==> src/rtl/core/record_comment_stripper_core_defines.svh <==
// Assertion macros shared by the record comment stripper RTL.
`ifndef RECORD_COMMENT_STRIPPER_CORE_DEFINES_SVH
`define RECORD_COMMENT_STRIPPER_CORE_DEFINES_SVH

// Clocked assertion, quiet while reset is asserted.
`define RCS_ASSERT_MSG(name, prop, msg) \
  name: assert property (@(posedge clk_i) disable iff (!rst_ni) (prop)) else $error(msg);

// Same check with a fixed generic message.
`define RCS_ASSERT(name, prop) \
  `RCS_ASSERT_MSG(name, prop, "record stripper check failed")

`endif

==> src/rtl/core/rcs_pkg.sv <==
// Types and constants of the record comment stripper.
`default_nettype none
package rcs_pkg;

  // Scanner mode
  typedef enum logic [3:0] {
    MODE_START      = 4'd0,
    MODE_NORMAL     = 4'd1,
    MODE_SLASH      = 4'd2,
    MODE_LINE       = 4'd3,
    MODE_BLOCK      = 4'd4,
    MODE_BLOCK_STAR = 4'd5,
    MODE_AFTER_BLK  = 4'd6,
    MODE_STRING     = 4'd7,
    MODE_STRING_ESC = 4'd8,
    MODE_NL_PEND    = 4'd9
  } mode_e;

  // Result word kind
  typedef enum logic [1:0] {
    KIND_BYTE = 2'd0,
    KIND_END  = 2'd1,
    KIND_ERR  = 2'd2
  } kind_e;

  // Error codes
  localparam logic [1:0] ERR_BLANK_CONT   = 2'd0;
  localparam logic [1:0] ERR_BLOCK_OPEN   = 2'd1;
  localparam logic [1:0] ERR_EOS_STRING   = 2'd2;
  localparam logic [1:0] ERR_NL_STRING    = 2'd3;

  // Characters
  localparam logic [7:0] CH_PLUS   = 8'h2B;
  localparam logic [7:0] CH_SLASH  = 8'h2F;
  localparam logic [7:0] CH_STAR   = 8'h2A;
  localparam logic [7:0] CH_NL     = 8'h0A;
  localparam logic [7:0] CH_BSLASH = 8'h5C;
  localparam logic [7:0] CH_DQUOTE = 8'h22;
  localparam logic [7:0] CH_SQUOTE = 8'h27;

  // Result queue geometry
  localparam int unsigned OQ_DEPTH = 4;
  localparam int unsigned OQ_AW    = $clog2(OQ_DEPTH);
  localparam int unsigned OQ_CW    = $clog2(OQ_DEPTH + 1);

  // Scanner state
  typedef struct packed {
    mode_e mode;
    logic  quote_single;
    logic  blank;
    logic  halted;
  } state_t;

  // One result word
  typedef struct packed {
    kind_e      kind;
    logic [7:0] data;
    logic       blank;
    logic [1:0] code;
    logic       last;
  } result_t;

endpackage
`default_nettype wire

==> src/rtl/core/record_comment_stripper_core.sv <==
// Record comment stripper: top level with scanner state and result queue.
//
// Takes one text byte (or an end-of-stream word) per cycle while in_ready_o is
// high and returns record bytes, end-of-record marks with a blank flag, and
// error reports, in stream order. Comments outside quoted strings are dropped
// and '+' continuation lines are joined. Each input word is scanned in the
// cycle it is accepted and produces zero, one or two result words, which enter
// a four-word result queue; the output side drains one word per cycle while
// out_ready_i is high. in_ready_o stays high while the queue has room for two
// more words, so with an output side that takes every cycle a new byte is
// accepted every cycle; results pass through the queue registers. After an
// error report the block drops all further input until reset.
`default_nettype none
`include "record_comment_stripper_core_defines.svh"
module record_comment_stripper_core import rcs_pkg::*; (
  input  logic       clk_i,
  input  logic       rst_ni,
  input  logic       in_valid_i,
  output logic       in_ready_o,
  input  logic       func_i,
  input  logic [7:0] in_byte_i,
  output logic       out_valid_o,
  input  logic       out_ready_i,
  output logic [1:0] kind_o,
  output logic [7:0] out_byte_o,
  output logic       record_blank_o,
  output logic [1:0] error_code_o,
  output logic       last_o
);

  state_t           state_q, state_d;
  logic [1:0]       push_cnt, step_cnt;
  result_t          res0, res1, head;
  logic             head_valid, in_fire, pop;
  logic [OQ_CW-1:0] q_count;

  assign in_ready_o = (q_count <= OQ_CW'(OQ_DEPTH - 2));
  assign in_fire    = in_valid_i && in_ready_o;
  assign pop        = head_valid && out_ready_i;

  // Scan the incoming word
  rcs_step u_step (
    .cur_i      (state_q),
    .func_i     (func_i),
    .in_byte_i  (in_byte_i),
    .nxt_o      (state_d),
    .push_cnt_o (step_cnt),
    .res0_o     (res0),
    .res1_o     (res1)
  );

  assign push_cnt = in_fire ? step_cnt : 2'd0;

  // Hold scanner state
  always_ff @(posedge clk_i or negedge rst_ni) begin
    if (!rst_ni) begin
      state_q.mode         <= MODE_START;
      state_q.quote_single <= 1'b0;
      state_q.blank        <= 1'b1;
      state_q.halted       <= 1'b0;
    end else if (in_fire) begin
      state_q <= state_d;
    end
  end

  // Queue results for the output side
  rcs_outq u_outq (
    .clk_i        (clk_i),
    .rst_ni       (rst_ni),
    .push_cnt_i   (push_cnt),
    .push0_i      (res0),
    .push1_i      (res1),
    .pop_i        (pop),
    .head_o       (head),
    .head_valid_o (head_valid),
    .count_o      (q_count)
  );

  assign out_valid_o    = head_valid;
  assign kind_o         = head.kind;
  assign out_byte_o     = head.data;
  assign record_blank_o = head.blank;
  assign error_code_o   = head.code;
  assign last_o         = head.last;

  `RCS_ASSERT_MSG(a_halt_sticky, state_q.halted |=> state_q.halted, "halt flag cleared")
  `RCS_ASSERT_MSG(a_halt_silent, (in_fire && state_q.halted) |-> (push_cnt == 2'd0),
                  "results produced while halted")
  `RCS_ASSERT_MSG(a_err_halts,
                  (in_fire && step_cnt != 2'd0 && res0.kind == KIND_ERR) |=> state_q.halted,
                  "error without halt")
  `RCS_ASSERT(a_q_bound, q_count <= OQ_CW'(OQ_DEPTH))
  `RCS_ASSERT(a_pair_ends, (in_fire && step_cnt == 2'd2) |-> (res1.last && !res0.last))

endmodule
`default_nettype wire

==> src/rtl/core/rcs_step.sv <==
// Per-word scanner update: next state and up to two result words.
`default_nettype none
module rcs_step import rcs_pkg::*; (
  input  state_t      cur_i,
  input  logic        func_i,
  input  logic [7:0]  in_byte_i,
  output state_t      nxt_o,
  output logic [1:0]  push_cnt_o,
  output result_t     res0_o,
  output result_t     res1_o
);

  typedef struct packed {
    logic  emit;
    mode_e mode;
    logic  blank;
    logic  quote_single;
  } plain_t;

  // Handle a byte of plain text
  function automatic plain_t plain_byte(logic [7:0] c, logic comments, logic blank,
                                        logic quote_single);
    plain_t p;
    p.emit         = 1'b0;
    p.mode         = MODE_NORMAL;
    p.blank        = blank;
    p.quote_single = quote_single;
    if (comments && c == CH_SLASH) begin
      p.mode = MODE_SLASH;
    end else if (c == CH_NL) begin
      p.mode = MODE_NL_PEND;
    end else if (c == CH_DQUOTE || c == CH_SQUOTE) begin
      p.emit         = 1'b1;
      p.blank        = 1'b0;
      p.quote_single = (c == CH_SQUOTE);
      p.mode         = MODE_STRING;
    end else begin
      p.emit = 1'b1;
      if (!(c inside {[8'd9:8'd13], 8'd32})) p.blank = 1'b0;
    end
    return p;
  endfunction

  function automatic result_t mk_res(kind_e kind, logic [7:0] data, logic blank,
                                     logic [1:0] code);
    result_t r;
    r.kind  = kind;
    r.data  = data;
    r.blank = blank;
    r.code  = code;
    r.last  = 1'b0;
    return r;
  endfunction

  // Scan one word
  always_comb begin
    plain_t     p;
    logic [7:0] quote_ch;
    nxt_o      = cur_i;
    push_cnt_o = 2'd0;
    res0_o     = '0;
    res1_o     = '0;
    p          = '0;
    quote_ch   = cur_i.quote_single ? CH_SQUOTE : CH_DQUOTE;
    if (cur_i.halted) begin
      nxt_o = cur_i;
    end else if (func_i) begin
      // End of stream: flush, close or fail
      case (cur_i.mode)
        MODE_START: begin
          push_cnt_o = 2'd0;
        end
        MODE_SLASH: begin
          res0_o     = mk_res(KIND_BYTE, CH_SLASH, 1'b0, 2'd0);
          res1_o     = mk_res(KIND_END, 8'd0, 1'b0, 2'd0);
          push_cnt_o = 2'd2;
        end
        MODE_BLOCK, MODE_BLOCK_STAR: begin
          res0_o       = mk_res(KIND_ERR, 8'd0, 1'b0, ERR_BLOCK_OPEN);
          push_cnt_o   = 2'd1;
          nxt_o.halted = 1'b1;
        end
        MODE_STRING, MODE_STRING_ESC: begin
          res0_o       = mk_res(KIND_ERR, 8'd0, 1'b0, ERR_EOS_STRING);
          push_cnt_o   = 2'd1;
          nxt_o.halted = 1'b1;
        end
        default: begin
          res0_o     = mk_res(KIND_END, 8'd0, cur_i.blank, 2'd0);
          push_cnt_o = 2'd1;
        end
      endcase
      if (!nxt_o.halted) begin
        nxt_o.mode  = MODE_START;
        nxt_o.blank = 1'b1;
      end
    end else begin
      case (cur_i.mode)
        MODE_SLASH: begin
          if (in_byte_i == CH_SLASH) begin
            nxt_o.mode = MODE_LINE;
          end else if (in_byte_i == CH_STAR) begin
            nxt_o.mode = MODE_BLOCK;
          end else begin
            // Held slash was plain text after all
            p                  = plain_byte(in_byte_i, 1'b1, 1'b0, cur_i.quote_single);
            res0_o             = mk_res(KIND_BYTE, CH_SLASH, 1'b0, 2'd0);
            res1_o             = mk_res(KIND_BYTE, in_byte_i, 1'b0, 2'd0);
            push_cnt_o         = p.emit ? 2'd2 : 2'd1;
            nxt_o.mode         = p.mode;
            nxt_o.blank        = p.blank;
            nxt_o.quote_single = p.quote_single;
          end
        end
        MODE_LINE: begin
          if (in_byte_i == CH_NL) nxt_o.mode = MODE_NL_PEND;
        end
        MODE_BLOCK: begin
          if (in_byte_i == CH_STAR) nxt_o.mode = MODE_BLOCK_STAR;
        end
        MODE_BLOCK_STAR: begin
          if (in_byte_i == CH_SLASH) begin
            nxt_o.mode = MODE_AFTER_BLK;
          end else if (in_byte_i != CH_STAR) begin
            nxt_o.mode = MODE_BLOCK;
          end
        end
        MODE_AFTER_BLK: begin
          // No comment start right after a closed block comment
          p                  = plain_byte(in_byte_i, 1'b0, cur_i.blank, cur_i.quote_single);
          res0_o             = mk_res(KIND_BYTE, in_byte_i, 1'b0, 2'd0);
          push_cnt_o         = p.emit ? 2'd1 : 2'd0;
          nxt_o.mode         = p.mode;
          nxt_o.blank        = p.blank;
          nxt_o.quote_single = p.quote_single;
        end
        MODE_STRING: begin
          if (in_byte_i == CH_NL) begin
            res0_o       = mk_res(KIND_ERR, 8'd0, 1'b0, ERR_NL_STRING);
            push_cnt_o   = 2'd1;
            nxt_o.halted = 1'b1;
          end else begin
            res0_o     = mk_res(KIND_BYTE, in_byte_i, 1'b0, 2'd0);
            push_cnt_o = 2'd1;
            if (in_byte_i == quote_ch) begin
              nxt_o.mode = MODE_NORMAL;
            end else if (in_byte_i == CH_BSLASH) begin
              nxt_o.mode = MODE_STRING_ESC;
            end
          end
        end
        MODE_STRING_ESC: begin
          res0_o     = mk_res(KIND_BYTE, in_byte_i, 1'b0, 2'd0);
          push_cnt_o = 2'd1;
          nxt_o.mode = MODE_STRING;
        end
        MODE_NL_PEND: begin
          if (in_byte_i == CH_PLUS) begin
            // Continuation of the current record
            if (cur_i.blank) begin
              res0_o       = mk_res(KIND_ERR, 8'd0, 1'b0, ERR_BLANK_CONT);
              push_cnt_o   = 2'd1;
              nxt_o.halted = 1'b1;
            end else begin
              nxt_o.mode = MODE_NORMAL;
            end
          end else begin
            // Close the record, then scan the byte from record start
            p                  = plain_byte(in_byte_i, 1'b1, 1'b1, cur_i.quote_single);
            res0_o             = mk_res(KIND_END, 8'd0, cur_i.blank, 2'd0);
            res1_o             = mk_res(KIND_BYTE, in_byte_i, 1'b0, 2'd0);
            push_cnt_o         = p.emit ? 2'd2 : 2'd1;
            nxt_o.mode         = p.mode;
            nxt_o.blank        = p.blank;
            nxt_o.quote_single = p.quote_single;
          end
        end
        default: begin
          p                  = plain_byte(in_byte_i, 1'b1, cur_i.blank, cur_i.quote_single);
          res0_o             = mk_res(KIND_BYTE, in_byte_i, 1'b0, 2'd0);
          push_cnt_o         = p.emit ? 2'd1 : 2'd0;
          nxt_o.mode         = p.mode;
          nxt_o.blank        = p.blank;
          nxt_o.quote_single = p.quote_single;
        end
      endcase
    end
    // Flag the final word of this item
    if (push_cnt_o == 2'd2) begin
      res1_o.last = 1'b1;
    end else if (push_cnt_o == 2'd1) begin
      res0_o.last = 1'b1;
    end
  end

endmodule
`default_nettype wire

==> src/rtl/core/rcs_outq.sv <==
// Result queue: takes up to two words per cycle, hands out one per pop.
`default_nettype none
module rcs_outq import rcs_pkg::*; (
  input  logic             clk_i,
  input  logic             rst_ni,
  input  logic [1:0]       push_cnt_i,
  input  result_t          push0_i,
  input  result_t          push1_i,
  input  logic             pop_i,
  output result_t          head_o,
  output logic             head_valid_o,
  output logic [OQ_CW-1:0] count_o
);

  result_t          mem_q [OQ_DEPTH];
  logic [OQ_AW-1:0] wr_q, wr_d, rd_q, rd_d;
  logic [OQ_CW-1:0] cnt_q, cnt_d;
  logic [OQ_AW-1:0] wr_next;

  assign wr_next = wr_q + OQ_AW'(1);

  // Advance pointers and fill level
  always_comb begin
    wr_d  = wr_q + OQ_AW'(push_cnt_i);
    rd_d  = rd_q + OQ_AW'(pop_i);
    cnt_d = cnt_q + OQ_CW'(push_cnt_i) - OQ_CW'(pop_i);
  end

  always_ff @(posedge clk_i or negedge rst_ni) begin
    if (!rst_ni) begin
      wr_q  <= '0;
      rd_q  <= '0;
      cnt_q <= '0;
    end else begin
      wr_q  <= wr_d;
      rd_q  <= rd_d;
      cnt_q <= cnt_d;
    end
  end

  // Store pushed words
  always_ff @(posedge clk_i) begin
    if (push_cnt_i != 2'd0) mem_q[wr_q] <= push0_i;
    if (push_cnt_i == 2'd2) mem_q[wr_next] <= push1_i;
  end

  assign head_o       = mem_q[rd_q];
  assign head_valid_o = (cnt_q != '0);
  assign count_o      = cnt_q;

endmodule
`default_nettype wire
==> config.mk <==
export PLATFORM = sky130hd
export DESIGN_NAME = record_comment_stripper_core
export DESIGN_NICKNAME = d
export VERILOG_FILES = /design/src/rtl/core/rcs_pkg.sv /design/src/rtl/core/record_comment_stripper_core.sv /design/src/rtl/core/rcs_step.sv /design/src/rtl/core/rcs_outq.sv
export VERILOG_INCLUDE_DIRS = /design/src /design/src/rtl/core
export SDC_FILE = /design/constraint.sdc
export NUM_CORES = 1
export LEC_CHECK = 0
export BUFFER_PORTS_ARGS = -buffer_cell sky130_fd_sc_hd__buf_4
export CORE_ASPECT_RATIO = 1.4
export CORE_MARGIN = 4
export CORE_UTILIZATION = 33
export DETAILED_ROUTE_END_ITERATION = 10
export PLACE_DENSITY = 0.52
export SLEW_MARGIN = 30
export SYNTH_ARGS = -nofsm -noshare
export SYNTH_HDL_FRONTEND = slang
export SYNTH_SLANG_ARGS = --single-unit
==> constraint.sdc <==
create_clock -name clk_i -period 6.2 [get_ports clk_i]
set_clock_uncertainty 0.1 [all_clocks]
set_input_delay 1.24 -clock clk_i [delete_from_list [all_inputs] [get_ports clk_i]]
set_output_delay 1.24 -clock clk_i [all_outputs]
set_load 0.02 [all_outputs]
==> reports/qor.yml, run 1 <==
power:
  power.total_mw: 2.141
  powerDensity_nw_per_um2: 408.4
  p_leak_nw: 1.777
  peakVddDrop_v: 0.0001453
final_layout:
  final_common_cell: "edfxtp_1"
  antennaDiodeCount: 0
  final_cell_mix: "40 x edfxtp_1, 39 x nand2_1, 33 x o21ai_0"
  drive_above_1_share_pct: 18.33
  syn2layout_area_growth_pct: 13.52
  nFillCells: 1358
  nets: 494
  stdcell_area_um2: 5241
  final_cells: 662
worst_setup_path:
  path_max_fanout: 15
  critical_path.top_delay_family: "compound AO/OA/AOI/OAI gates"
  cpPeakStageDelay_ns: 0.56
  critPathSlowestCell: "or3_1"
  crit_path_cell_trace: "buf_4 > or3_1 > a211o_1 > a211oi_2 > o22ai_2 > buf_4 > o21ai_2 > nand2_1"
  crit_top_cell: "buf_4"
  worstReg2RegStart: "state_q[4]"
  cp.arrival_ns: 3.90
  start_kind: "primary input"
  cp-startpoint: "in_byte_i[4]"
  cp.required_ns: 6.09
  end_kind: "register"
  crit_type: "in2reg"
  cp_num_buf_inv: 2
floorplanning:
  core_um2: 13580
  die_h_um: 148.0
  dieArea_um2: 15970
  initial_core_util_pct: 34.01
  rows: 50
  die_x_um: 108.0
  io_pins: 29
global_route:
  grtUsageTotal_pct: 17.35
  grt_max_degree: 28
  overflow: 0
  grt_pass1_vias: 3885
  antenna_found_initial: 0
  grt_pass1_wl_um: 21350
placement:
  post-dp-hpwl_um: 9983
  port_buffers: 28
  place_congestion: 0.8704
  dp.cells: 646
  placed_area_um2: 4920
sta:
  hold_violations: 0
  maxSlewViolCount: 0
  fin_setup_tns_ns: 0
  fin_crit_ns: 4.013
  max_freq_mhz: 249.2
  finalSetupViolCount: 0
  slew_headroom_pct: 42.85
  min_period_over_period_pct: 64.73
  rsz0062_at_grt: "false"
  whs_ns: 0.3899
  worst_pin_slew_ns: 0.8573
clock_network:
  ctsResizeCount: 0
  cts_buffers: 9
  path_clk_slew_ns: 0.05
  root_buffer: "clkbuf_16"
  postCtsHoldBufs: 0
  insertion_delay_ns: 0.34
  cts_buffer_depth: 2
  clock-sinks: 70
  cts_setup_buffers: 0
  cts_tree: "done"
  htree_levels: 3
logic_synthesis:
  synthCells: 470
  synth_seq_cells: 70
  syn-num-nets: 489
  synth_area_um2: 4617
  async_flop_share_pct: 20.00
  post_synth.cell_area_avg_um2: 9.823
  yosys.cell_types.count: 78
  synth_area_leaders: "edfxtp_1 26%, dfrtp_1 7.0%, dfxtp_1 6.9%, mux4_2 6.8%, o21ai_0 3.6%"
  synth_edf_count: 40
  seq_area_frac_synth_pct: 40.57
  synth_area_leader_cell: "edfxtp_1"
  ys_warn_count: 0
  yosys_most_used_dff: "edfxtp_1"
  yosys.area.top_type_share_pct: 26.02
hold_path:
  worstHoldStart: "u_outq.mem_q[0][3]"
  hold_path.class: "reg2reg"
drt:
  drtIter0Drc: 295
  vias: 3906
  detail-route-antenna-nets: 0
  drc: 0
  via_per_inst: 5.900
  route.detailed.wl_per_inst_um: 20.50
  wl_um: 13570
  drtPass1Iterations: 5
outcome:
  status: "completed"
flow_run:
  drv_cap: 0
[routing by layer]
metal	GRT usage [%]	vias to the layer above	part of all wire, %
li1	-	1837	-
met5	0	-	0
met2	30.29	145	52
met3	2.752	31	4.7
met4	7.833	0	3.3
met1	20.75	1893	40
[report_power, final]
part | switching (mW) | internal [mW]
sequential | 0.170 | 0.567
combinational | 0.469 | 0.371
clock | 0.211 | 0.354
[synth_stat cells (6+ instances only)]
master,count
edfxtp_1,40
nand2_1,39
o21ai_0,33
clkbuf_1,30
a21oi_1,25
nor2_1,24
o22ai_1,19
dfxtp_1,16
mux4_2,14
dfrtp_1,13
inv_1,12
or3_1,10
mux2i_1,9
nand3_1,9
nor3_1,9
a21boi_1,8
and2_1,8
nand2b_1,8
o2111ai_1,8
o31ai_1,6
xnor2_1,6
[worst min-delay path, delay by kind of cell (launching register included)]
kind | cells | cell delay, ns
flops | 1 | 0.30
compound gates | 1 | 0.07
mux | 1 | 0.07
[worst paths after layout]
path	end	slack, ns	cells past startpoint
hold reg to reg	u_outq.mem_q[0][3]	0.39	2
hold / removal	u_outq.mem_q[0][3]	0.39	2
max in group asynchronous	state_q[1]	5.10	1
setup / recovery	u_outq.mem_q[2][4]	2.19	8
min in group asynchronous	state_q[6]	0.65	1
setup reg to reg	u_outq.count_o[2]	2.37	10
[cell families after synthesis]
logic type      share of synthesized area [%]
compound gates                          23.28
xor+xnor                                1.707
mux                                     9.024
simple gates                            19.00
flops                                   40.57
buf+inv                                 4.634
fa+ha+maj                               1.789
[sequential cells by signal (all words and copies together), names as in the netlist]
name / count
state_q: 7
u_outq.count_o: 3
u_outq.mem_q: 56
u_outq.wr_q: 2
u_outq.rd_q: 2
[per-stage QoR]
step	setup WS (ns)	utilization, %
final	2.187	38.61
after global routing	1.998	38.61
after CTS	2.204	38.60
after detailed placement	1.855	36.24
after global placement	1.905	36.24
after floorplan	2.410	-
[cell type report]
| cell class | instances | area [um^2] | area share (%) |
|---|---|---|---|
| clock buffers | 9 | 225.2 | 4.297 |
| flip-flops and latches | 70 | 1874 | 35.76 |
| repair buffers | 32 | 240.2 | 4.583 |
| inverters | 13 | 48.80 | 0.9310 |
| multi-input cells | 349 | 2530 | 48.27 |
| clock inverters | 7 | 95.09 | 1.814 |
| well taps | 182 | 227.7 | 4.345 |
(Power assumes the default switching activity.)
==> inputs of run 2 (changes only) <==
==> constraint.sdc (replaced) <==
create_clock -name clk_i -period 4.2 [get_ports clk_i]
set_clock_uncertainty 0.1 [all_clocks]
set_input_delay 0.84 -clock clk_i [delete_from_list [all_inputs] [get_ports clk_i]]
set_output_delay 0.84 -clock clk_i [all_outputs]
set_load 0.02 [all_outputs]
==> run 2 against run 1 <==
Via count fell by 0.20%. Combinational power increased by 64%. Critical path depth increased by 2. Flip-flop and latch count stayed put. Routed wire length down 1.9%. Final cell count up 1.7%. Sequential share of layout area fell by 0.74 points. Register-to-register slack got worse by 1.5 ns. Critical path type is now reg2reg. Largest power group unchanged.
==> reports/qor.yml, run 2 (synthesis results as in run 1) <==
sta:
  finalSetupViolCount: 0
  whs_ns: 0.2576
  fin_setup_tns_ns: 0
  slew_headroom_pct: 48.42
  max_freq_mhz: 300.7
  hold_violations: 0
  worst_pin_slew_ns: 0.7678
  rsz0062_at_grt: "false"
  maxSlewViolCount: 0
  min_period_over_period_pct: 79.17
  fin_crit_ns: 3.325
global_route:
  grt_pass1_wl_um: 21760
  met3_usage_pct: 2.927
  grt-busiest-layer: "met2"
  grt_use_met1_pct: 21.47
  grt_max_degree: 26
  grt_pass1_vias: 4041
  grtUsageMet2_pct: 30.04
  antenna_found_initial: 0
  grtUsageTotal_pct: 17.41
  overflow: 0
final_layout:
  drive_above_1_share_pct: 20.16
  final_cells: 673
  final_cell_mix: "43 x buf_4, 40 x edfxtp_1, 39 x nand2_1"
  nFillCells: 1333
  stdcell_area_um2: 5351
  largest_register: "u_outq.mem_q"
  nets: 505
  antennaDiodeCount: 0
  final_common_cell: "buf_4"
  largest_register_ffs: 56
  syn2layout_area_growth_pct: 15.91
drt:
  via_per_inst: 5.792
  drtIter0Drc: 343
  detail-route-antenna-nets: 0
  drc: 0
  vias: 3898
  drtPass1Iterations: 5
  wl_um: 13310
  route.detailed.wl_per_inst_um: 19.77
power:
  p_leak_nw: 1.837
  peakVddDrop_v: 0.0001808
  powerDensity_nw_per_um2: 606.8
clock_network:
  cts_setup_buffers: 0
  cts_tree: "done"
  cts_buffer_depth: 2
  ctsResizeCount: 0
  path_clk_slew_ns: 0.07
  postCtsHoldBufs: 0
  htree_levels: 3
  cts_buffers: 9
  insertion_delay_ns: 0.33
  root_buffer: "clkbuf_16"
  clock-sinks: 70
worst_setup_path:
  crit_path_cell_trace: "buf_4 > and3b_1 > o21ai_1 > a21oi_2 > o21a_1 > inv_2 > ha_1 > fa_1 > xor2_1 > xnor2_1"
  cp_num_buf_inv: 2
  end_kind: "register"
  critical_path.top_delay_family: "compound AO/OA/AOI/OAI gates"
  path_max_fanout: 16
  cpPeakStageDelay_ns: 0.61
  cp.required_ns: 4.32
  critPathSlowestCell: "o21ai_1"
  start_kind: "register"
  crit_type: "reg2reg"
  cp.arrival_ns: 3.44
hold_path:
  hold_path.class: "in2async"
floorplanning:
  core_um2: 13580
  initial_core_util_pct: 34.01
  dieArea_um2: 15970
  io_pins: 29
  die_h_um: 148.0
  die_x_um: 108.0
  rows: 50
placement:
  place_congestion: 0.9231
  post-dp-hpwl_um: 9962
  placed_area_um2: 5002
  port_buffers: 28
  dp.cells: 657
outcome:
  status: "completed"
flow_run:
  drv_cap: 0
==> run 2: power breakdown <==
part	switching, mW	leakage [nW]	internal (mW)
Combinational	0.803	1.01	0.579
Clock	0.295	0.162	0.582
Sequential	0.150	0.663	0.839
Total	1.25	1.84	2.00
==> run 2: layout make-up <==
| class | count | area (um^2) | share of cell area (%) |
|---|---|---|---|
| Inverter | 13 | 48.80 | 0.9119 |
| Tap cell | 182 | 227.7 | 4.255 |
| Clock inverter | 7 | 122.6 | 2.291 |
| Sequential cell | 70 | 1874 | 35.02 |
| Clock buffer | 9 | 225.2 | 4.209 |
| Multi-Input combinational cell | 349 | 2530 | 47.28 |
| Timing Repair Buffer | 43 | 322.8 | 6.032 |
==> run 2: worst paths after layout <==
check | from | to | slack [ns] | cells after the start
max in group asynchronous | rst_ni | state_q[1] | 3.49 | 1
max reg2reg | state_q[3] | u_outq.count_o[2] | 0.87 | 10
max | state_q[3] | u_outq.count_o[2] | 0.87 | 10
min | rst_ni | u_outq.wr_q[1] | 0.26 | 1
min reg2reg | u_outq.mem_q[2][1] | u_outq.mem_q[2][1] | 0.38 | 2
min in group clk_i | u_outq.mem_q[2][1] | u_outq.mem_q[2][1] | 0.38 | 2
==> run 2: layer usage <==
layer / routed length, um / up-vias
li1: - / 1865
met1: 5496 / 1902
met2: 6998 / 109
met3: 466 / 22
met4: 344 / 0
met5: 0 / -
==> run 2: per-stage QoR <==
stage	util [%]	total power, mW	setup WS [ns]
2_1_floorplan	-	1.945	0.8099
3_3_place_gp	36.85	2.365	0.6155
3_5_place_dp	36.85	2.381	0.5904
4_1_cts	39.41	3.266	0.8700
5_1_grt	39.42	3.447	0.6924
6_report	39.42	3.247	0.8747
==> inputs of run 3 (changes only) <==
--- a/config.mk
+++ b/config.mk
@@ -11,7 +11,7 @@
 export CORE_MARGIN = 4
 export CORE_UTILIZATION = 33
 export DETAILED_ROUTE_END_ITERATION = 10
-export PLACE_DENSITY = 0.52
+export PLACE_DENSITY = 0.53
 export SLEW_MARGIN = 30
 export SYNTH_ARGS = -nofsm -noshare
 export SYNTH_HDL_FRONTEND = slang
==> constraint.sdc (replaced) <==
create_clock -name clk_i -period 2.8 [get_ports clk_i]
set_clock_uncertainty 0.1 [all_clocks]
set_input_delay 0.56 -clock clk_i [delete_from_list [all_inputs] [get_ports clk_i]]
set_output_delay 0.56 -clock clk_i [all_outputs]
set_load 0.02 [all_outputs]
==> run 3 against run 2 <==
Die area unchanged. Sequential share of layout area is 4.3 points lower. Final cell count rose by 12%. Worst setup slack worse by 0.80 ns. Sequential power increased by 45%. Combinational power is 79% higher. Register-to-register slack got worse by 0.74 ns. Routed wire length increased by 9.3%. Via count rose by 11%. Design area grew 14%. Highest routed layer unchanged.
==> reports/qor.yml, run 3 (synthesis results as in run 1) <==
outcome:
  status: "completed"
final_layout:
  nets: 587
  largest_register_ffs: 56
  final_cells: 755
  largest_register: "u_outq.mem_q"
  syn2layout_area_growth_pct: 32.14
  drive_above_1_share_pct: 33.33
  final_cell_mix: "117 x buf_4, 40 x edfxtp_1, 39 x nand2_1"
  stdcell_area_um2: 6101
  antennaDiodeCount: 0
  final_common_cell: "buf_4"
drt:
  drtIter0Drc: 211
  detail-route-antenna-nets: 0
  vias: 4316
  via_per_inst: 5.717
  drc: 0
  wl_um: 14540
  route.detailed.wl_per_inst_um: 19.26
  drtPass1Iterations: 6
sta:
  finalSetupViolCount: 0
  whs_ns: 0.3800
  setup_ws_ns: 0.07193
  slew_headroom_pct: 61.86
  worst_pin_slew_ns: 0.5715
  min_period_over_period_pct: 97.43
  rsz0062_at_grt: "false"
  fin_crit_ns: 2.728
  maxSlewViolCount: 0
  hold_violations: 0
  max_freq_mhz: 366.6
  fin_setup_tns_ns: 0
global_route:
  grt_pass1_vias: 4297
  antenna_found_initial: 0
  grt_pass1_wl_um: 23210
  grtUsageTotal_pct: 18.67
  grt_max_degree: 19
  overflow: 0
placement:
  post-dp-hpwl_um: 11230
  port_buffers: 28
  dp.cells: 735
  preCtsSetupSlack_ns: -0.3351
  placed_area_um2: 5690
  place_congestion: 0.8754
worst_setup_path:
  cp.arrival_ns: 2.72
  reg2reg_depth: 9
  path_max_fanout: 10
  start_kind: "primary input"
  crit_type: "in2reg"
  cp.required_ns: 2.79
  end_kind: "register"
clock_network:
  cts_buffers: 9
  insertion_delay_ns: 0.33
  path_clk_slew_ns: 0.06
  cts_tree: "done"
  root_buffer: "clkbuf_16"
  clock-sinks: 70
  cts_buffer_depth: 2
  htree_levels: 3
hold_path:
  holdPathStages: 2
  hold_path.class: "reg2reg"
power:
  clkPwrFrac_pct: 23.5
  powerDensity_nw_per_um2: 837.2
  power.internal_mw: 3.135
  share_seq_of_total_power_pct: 28.0
  p_leak_nw: 2.260
  switchingPower_mw: 1.973
  p_sw_share_pct: 38.62
  peakVddDrop_v: 0.0003917
  comb_power_share_pct: 48.5
floorplanning:
  dieArea_um2: 15970
  rows: 50
  die_x_um: 108.0
  core_um2: 13580
  die_h_um: 148.0
  initial_core_util_pct: 34.01
  io_pins: 29
flow_run:
  drv_cap: 0
[run 3: cell types whose count changed in the layout (fill, tap and decap cells not counted), sizes merged]
| cell | before | now |
|---|---|---|
| clkinvlp | 2 | 1 |
| dlygate4sd3 | 0 | 1 |
| bufinv | 3 | 1 |
| clkbuf | 9 | 11 |
| inv | 13 | 14 |
| buf | 43 | 124 |
[run 3: timing repair]
action                                  4_1_cts  5_1_grt
buffers inserted                              2        1
endpoints found under the setup margin       10       32
gates resized for setup                       3        9
pin swaps                                     1        5
hold buffers                                  1        0
endpoints found under the hold margin        13        0
[run 3: worst paths after layout]
| check | start | to | slack, ns |
|---|---|---|---|
| max in group asynchronous | rst_ni | state_q[1] | 1.81 |
| worst min register to register | u_outq.mem_q[2][2] | u_outq.mem_q[2][2] | 0.38 |
| worst max register to register | state_q[3] | u_outq.mem_q[1][4] | 0.13 |
| worst max-delay path | in_byte_i[4] | u_outq.mem_q[0][4] | 0.07 |
| min in group asynchronous | rst_ni | state_q[3] | 0.53 |
| worst min-delay path | u_outq.mem_q[2][2] | u_outq.mem_q[2][2] | 0.38 |
[run 3: power groups by stage]
stage	clock, mW	combinational, mW	sequential (mW)
4_1_cts	1.23	2.45	1.43
2_1_floorplan	0	1.58	1.36
3_3_place_gp	0	2.41	1.44
3_5_place_dp	0	2.42	1.45
6_report	1.20	2.47	1.43
5_1_grt	1.27	2.68	1.46
[run 3: critical path, cell delays in order]
cell,delay [ns]
buf_4,0.11
or3_1,0.44
a211o_1,0.35
a211oi_2,0.34
buf_4,0.18
nor3_1,0.05
o31ai_2,0.26
buf_4,0.18
nand2_1,0.08
buf_12,0.15
[run 3: through the flow]
stage	power, mW	util [%]
final	5.108	44.94
after CTS	5.108	44.53
after floorplan	2.938	-
after detailed placement	3.875	41.92
after global routing	5.419	44.94
after global placement	3.852	41.92
[run 3: routing by layer]
layer | part of all wire [%] | up-vias | wire length, um | GRT usage [%]
met5 | 0 | - | 0 | 0
met4 | 3.4 | 0 | 493 | 7.391
met3 | 3.9 | 39 | 563 | 2.578
met2 | 53 | 142 | 7683 | 34.00
met1 | 40 | 2101 | 5803 | 21.76
li1 | - | 2034 | - | -
[run 3: area by class of cell]
cell class / count / area, um^2
Fill cell: 1301 / 7475
Multi-Input combinational cell: 349 / 2613
Sequential cell: 70 / 1874
Timing Repair Buffer: 125 / 1020
Clock buffer: 11 / 254.0
Tap cell: 182 / 227.7
Clock inverter: 5 / 63.81
Inverter: 13 / 48.80
